<file path="src/rtl/core/dtbs_pkg.sv">
// Shared types, constants and helpers for the date table search block.
`default_nettype none

package dtbs_pkg;

  localparam int DATE_W  = 23;
  localparam int CNT_W   = 9;
  localparam int SLOT_W  = 8;
  localparam int DAY_W   = 5;
  localparam int MONTH_W = 4;
  localparam int YEAR_W  = 14;
  // Search bounds hold up to 511 plus headroom for mid + bound sums.
  localparam int BND_W   = CNT_W + 1;

  localparam int DEFAULT_TABLE_DEPTH = 256;

  localparam logic REQ_WRITE  = 1'b0;
  localparam logic REQ_SEARCH = 1'b1;

  typedef logic [DATE_W-1:0] date_t;
  typedef logic [BND_W-1:0]  bound_t;

  // Packed order makes one unsigned compare equal year, month, day order.
  function automatic date_t pack_date(logic [DAY_W-1:0] d, logic [MONTH_W-1:0] m,
                                      logic [YEAR_W-1:0] y);
    return {y, m, d};
  endfunction

endpackage

`default_nettype wire

</file>
<file path="src/rtl/core/dtbs_ctrl.sv">
// Search sequencer: accepts items, drives table writes and probes, holds the result.
`default_nettype none

module dtbs_ctrl #(
  parameter int TABLE_DEPTH = dtbs_pkg::DEFAULT_TABLE_DEPTH,
  parameter int ADDR_W      = $clog2(TABLE_DEPTH)
) (
  input  wire                          clk,
  input  wire                          rst,
  input  wire                          cfg_valid,
  input  wire [dtbs_pkg::CNT_W-1:0]    cfg_data,
  input  wire                          in_valid,
  output logic                         in_ready,
  input  wire                          req_type,
  input  wire [dtbs_pkg::SLOT_W-1:0]   slot_index,
  input  wire dtbs_pkg::date_t         key_in,
  output logic                         out_valid,
  input  wire                          out_ready,
  output logic                         found,
  output logic [dtbs_pkg::SLOT_W-1:0]  match_slot,
  output logic                         wr_en,
  output logic [ADDR_W-1:0]            wr_addr,
  output dtbs_pkg::date_t              wr_data,
  output logic                         rd_en,
  output logic [ADDR_W-1:0]            rd_addr,
  input  wire dtbs_pkg::date_t         rd_data
);
  import dtbs_pkg::*;

  localparam logic [BND_W-1:0] COUNT_CAP =
      (TABLE_DEPTH > 511) ? BND_W'(511) : BND_W'(TABLE_DEPTH);
  localparam logic [SLOT_W:0] SLOT_CAP =
      (TABLE_DEPTH > 256) ? (SLOT_W+1)'(256) : (SLOT_W+1)'(TABLE_DEPTH);

  typedef enum logic [1:0] {
    ST_IDLE,
    ST_CMP,
    ST_DONE
  } state_t;

  state_t              state;
  logic [CNT_W-1:0]    entry_count;
  date_t               key;
  bound_t              low;
  bound_t              hi_ex;   // exclusive upper bound
  bound_t              mid;
  logic                res_found;
  logic [SLOT_W-1:0]   res_slot;

  bound_t              count;
  bound_t              mid_first;
  bound_t              sum_r;
  bound_t              sum_l;
  bound_t              mid_r;
  bound_t              mid_l;
  logic                cont_r;
  logic                cont_l;
  logic                is_eq;
  logic                is_lt;
  logic                accept;
  logic                start_search;
  bound_t              next_mid;

  always_comb begin
    count = ({1'b0, entry_count} > COUNT_CAP) ? COUNT_CAP : {1'b0, entry_count};
    mid_first = (count - BND_W'(1)) >> 1;
    // Both successor probes are formed alongside the compare; the compare picks one.
    sum_r  = mid + hi_ex;
    mid_r  = sum_r >> 1;
    cont_r = (mid + BND_W'(1)) < hi_ex;
    sum_l  = low + mid - BND_W'(1);
    mid_l  = sum_l >> 1;
    cont_l = low < mid;
    is_eq  = (rd_data == key);
    is_lt  = (rd_data < key);

    in_ready     = (state == ST_IDLE);
    accept       = in_valid && in_ready;
    start_search = accept && (req_type == REQ_SEARCH) && (count != '0);

    wr_en   = accept && (req_type == REQ_WRITE) && ({1'b0, slot_index} < SLOT_CAP);
    wr_addr = ADDR_W'(slot_index);
    wr_data = key_in;

    next_mid = mid_first;
    rd_en    = 1'b0;
    unique case (state)
      ST_IDLE: begin
        next_mid = mid_first;
        rd_en    = start_search;
      end
      ST_CMP: begin
        next_mid = is_lt ? mid_r : mid_l;
        rd_en    = !is_eq && (is_lt ? cont_r : cont_l);
      end
      ST_DONE: begin
        next_mid = mid_first;
        rd_en    = 1'b0;
      end
      default: begin
        next_mid = mid_first;
        rd_en    = 1'b0;
      end
    endcase
    rd_addr = ADDR_W'(next_mid);
  end

  always_ff @(posedge clk) begin
    if (rst) begin
      state       <= ST_IDLE;
      entry_count <= '0;
      out_valid   <= 1'b0;
      res_found   <= 1'b0;
      res_slot    <= '0;
      found       <= 1'b0;
      match_slot  <= '0;
    end else begin
      if (cfg_valid) begin
        entry_count <= cfg_data;
      end
      // Load a waiting result, else drop the item once it is taken.
      if ((state == ST_DONE) && (!out_valid || out_ready)) begin
        out_valid <= 1'b1;
      end else if (out_valid && out_ready) begin
        out_valid <= 1'b0;
      end
      unique case (state)
        ST_IDLE: begin
          if (accept && (req_type == REQ_SEARCH)) begin
            key       <= key_in;
            low       <= '0;
            hi_ex     <= count;
            mid       <= mid_first;
            res_found <= 1'b0;
            res_slot  <= '0;
            state     <= start_search ? ST_CMP : ST_DONE;
          end
        end
        ST_CMP: begin
          if (is_eq) begin
            res_found <= 1'b1;
            res_slot  <= mid[SLOT_W-1:0];
            state     <= ST_DONE;
          end else if (is_lt) begin
            low <= mid + BND_W'(1);
            mid <= mid_r;
            if (!cont_r) begin
              state <= ST_DONE;
            end
          end else begin
            hi_ex <= mid;
            mid   <= mid_l;
            if (!cont_l) begin
              state <= ST_DONE;
            end
          end
        end
        ST_DONE: begin
          // Hold the result until the output register frees up.
          if (!out_valid || out_ready) begin
            found      <= res_found;
            match_slot <= res_slot;
            state      <= ST_IDLE;
          end
        end
        default: state <= ST_IDLE;
      endcase
    end
  end

endmodule

`default_nettype wire

</file>
<file path="config.mk">
export PLATFORM = sky130hd
export DESIGN_NAME = dtbs_ctrl
export DESIGN_NICKNAME = d
export VERILOG_FILES = /design/src/rtl/core/dtbs_pkg.sv /design/src/rtl/core/dtbs_ctrl.sv
export SDC_FILE = /design/constraint.sdc
export NUM_CORES = 1
export LEC_CHECK = 0
export ABC_AREA = 1
export ABC_CLOCK_PERIOD_IN_PS = 3900
export BUFFER_PORTS_ARGS = -buffer_cell sky130_fd_sc_hd__buf_2
export CORE_MARGIN = 1.5
export CORE_UTILIZATION = 55
export CTS_BUF_LIST = sky130_fd_sc_hd__clkbuf_2
export DETAILED_ROUTE_END_ITERATION = 10
export GPL_TIMING_DRIVEN = 0
export PLACE_DENSITY = 0.85
export SLEW_MARGIN = 30
export SYNTH_ARGS = -nofsm -noshare
export SYNTH_HDL_FRONTEND = slang
export SYNTH_SLANG_ARGS = --single-unit
</file>
<file path="constraint.sdc">
create_clock -name clk -period 3.9 [get_ports clk]
set_clock_uncertainty 0.1 [all_clocks]
set_input_delay 0.78 -clock clk [delete_from_list [all_inputs] [get_ports clk]]
set_output_delay 0.78 -clock clk [all_outputs]
set_load 0.005 [all_outputs]
</file>
==> run_results.csv <==
group,metric,value,unit
logic_synthesis,synth-seq-cells,81,
finish,area_growth,20.9,%
detailed_routing,num_vias,5100,
logic_synthesis,synth_common_cells,"nand2_1 (123), inv_1 (122), nor2_1 (96)",
timing,setup-violations-final,1,
global_routing,grt_pass1_wl,21.3,mm
logic_synthesis,synthMostInstantiatedCell,"nand2_1",
worst_setup_path,end_kind,"output pin",
job,maxCapViolCount,0,
global_routing,grt_usage,24.0,%
timing,tightest_slew,0.997,ns
pwr,p_seq_share,30.6,%
detailed_routing,wl_per_cell,13.7,µm
pwr,fin_total_pwr,4.11,mW
logic_synthesis,avgSynthCellArea,7.96,µm²
pwr,p_comb_share,57.9,%
worst_setup_path,required,3.02,ns
logic_synthesis,seq_area_frac_synth,37.4,%
clock_network,cts_max_level,3,
worst_setup_path,worstPathMaxFanout,3,
detailed_routing,via_per_inst,5.11,
timing,max_slew_margin,33.3,%
finish,drive_gt1_share,29.4,%
hold_path,hold_path_class,"input port to flop",
clock_network,clock_sinks,81,
logic_synthesis,syn_inst,717,
floorplan,ios,121,
place,io_buffers,112,
logic_synthesis,synth_top_area_cell,"edfxtp_1",
hold_path,min_from,"key_in[20]",
logic_synthesis,synth_cell_types,39,
clock_network,cts_inserted_buffers,9,
timing,rsz0062_at_grt,"true",
timing,tns,-0.0435,ns
worst_setup_path,cpPeakStageDelay,0.43,ns
logic_synthesis,syn_area,5700,µm²
place,dpl.hpwl,10.3,mm
floorplan,die_area,11000,µm²
logic_synthesis,synth_edf_count,51,
global_routing,grt_max_degree,24,
worst_setup_path,r2r-start,"key[6]",
place,gp_congestion,0.915,
global_routing,antenna_found_initial,0,
logic_synthesis,async_reset_ff_share,0,%
detailed_routing,drc,0,
global_routing,grt_pass1_vias,4731,
floorplan,core-area,9910,µm²
timing,finalHoldViolCount,0,
pwr,clkPwrFrac,11.4,%
place,dpl_cell_area,6440,µm²
status,violations,"setup timing",
clock_network,cts.path.max_buffers,2,
pwr,netSwitchingFraction,45.1,%
logic_synthesis,yosys_warnings,0,
finish,final_cells,999,
pwr,p_sw,1.85,mW
floorplan,initial_core_util,57.6,%
floorplan,die_w,105,µm
clock_network,cts_tree,"done",
clock_network,clk_pin_slew_worst_paths,0.26,ns
timing,layout_setup_ws,-0.0435,ns
logic_synthesis,netlist.area_leader.share,26.8,%
finish,utilization,69.6,%
floorplan,die_y,105,µm
finish,n_antenna_cell,0,
finish,nets,997,
place,place_ws,0.302,ns
pwr,p_leak,3.52,nW
floorplan,rows,36,
clock_network,insertion_delay,0.54,ns
timing,fmax,254,MHz
worst_setup_path,crit_slowest_cell,"edfxtp_1",
clock_network,root_buffer,"clkbuf_2",
worst_setup_path,worstPathArrival,3.06,ns
timing,timing.hold.ws,0.321,ns
detailed_routing,wl,13.7,mm
detailed_routing,first_iter_violations,286,
detailed_routing,drtAntennaViolNets,0,
worst_setup_path,crit_start,"mid[1]",
detailed_routing,firstDrtPassIters,5,
place,dp_cells,962,
pwr,ir_worst_vdd,0.349,mV
pwr,cellPowerDensity,596,nW/µm²
timing,final_max_slew_viol_count,0,
timing,period_minus_slack,3.94,ns
logic_synthesis,syn_nets,853,
pwr,internal_power,2.26,mW
global_routing,overflow,0,
worst_setup_path,crit_chain,"buf_4 -> nand2_1 -> nor2_2 -> nand2_1 -> nor2_2 -> xor2_1 -> ha_1 -> a21o_1 -> a21oi_2 -> nand2_1 -> inv_1 -> nand3b_1 -> nor2_2 -> nor2_4 -> o21ai_1 -> buf_2",
status,status,"finished with violations",
timing,timing.final.crit_share,101,%
worst_setup_path,crit_type,"flop to output pin",
logic_synthesis,ys.flop_type,"edfxtp_1",
finish,final_area,6900,µm²
logic_synthesis,synth_area_leaders,"edfxtp_1 (27%), ha_1 (14%), dfxtp_1 (11%)",
worst_setup_path,start_kind,"flop",
[power by group through the flow]
stage	clock, mW	sequential (mW)	combinational [mW]
finish	0.471	1.26	2.38
global route	0.503	1.28	2.64
CTS	0.475	1.25	2.06
detailed placement	0	1.28	1.97
global placement	0	1.27	1.93
floorplan	0	1.25	1.44
[layer usage]
metal	share of wire [%]	wire (µm)	up-vias	GRT usage, %
met5	0	0	-	0
met4	2.3	315	0	6.26
met3	6.0	829	35	4.68
met2	49	6780	196	42.7
met1	42	5780	2318	29.7
li1	-	-	2551	-
[sequential cells by signal (all words and copies together) (netlist names)]
signal and cells:
low 10, key 23, res_slot 8, found 1, mid 9, out_valid 1
hi_ex 9, entry_count 9, res_found 1, match_slot 8, state 2
[critical path, delay by kind of cell (launching register included)]
family                   cells  cell delay (ns)
buffers and inverters        3             0.34
AND/OR/NAND/NOR              8             0.84
AO/OA/AOI/OAI                3             0.41
flip-flops                   1             0.43
adder cells (fa/ha/maj)      1             0.28
XOR/XNOR                     1             0.22
[kinds of logic after synthesis]
family                     count (synthesis)  share of synthesized area, %
and+or+nand+nor                          281                          21.6
AOI/OAI and AO/OA                         98                          9.48
DFF                                       81                          37.4
buffers and inverters                    169                          13.4
adders and majority gates                 67                          15.0
xor gates and xnor gates                  21                          3.22
[placed cells by master, fill, tap and decap left out, types with 5 or more instances in the layout]
cell	instances
ha_4	7
o21ai_0	34
o21ai_1	5
nand3_1	24
edfxtp_1	51
nand2_2	13
dfxtp_1	30
nor2_1	92
nor2_2	10
o21bai_1	8
buf_2	114
inv_2	14
inv_1	114
xor2_1	15
buf_4	53
a21oi_2	5
ha_1	58
a21oi_1	36
nand4_1	7
clkbuf_2	11
nor2_4	5
nand2_1	115
[final cells by class]
type                       instances  area, µm²
inverter                         130        490
sequential                        81       2130
tap                              133        166
fill                             823       3010
clock inverter                     5       62.6
clock buffer                      11       55.1
multi-input combinational        467       3000
buffer                            39        277
timing repair buffer             133        718
[timing repair]
action | CTS | global route
gates resized for setup | 10 | 32
hold buffers | 0 | 0
buffers inserted | 10 | 11
pin swaps | 1 | 11
endpoints found under the setup margin | 3 | 5
[worst paths after layout]
check                   to  slack [ns]  cells after the start
max                  rd_en       -0.04                     16
max reg2reg         low[0]        0.97                     12
min                key[20]        0.32                      1
min reg2reg  match_slot[7]        0.37                      2
Power figures use the tool's default switching activity.
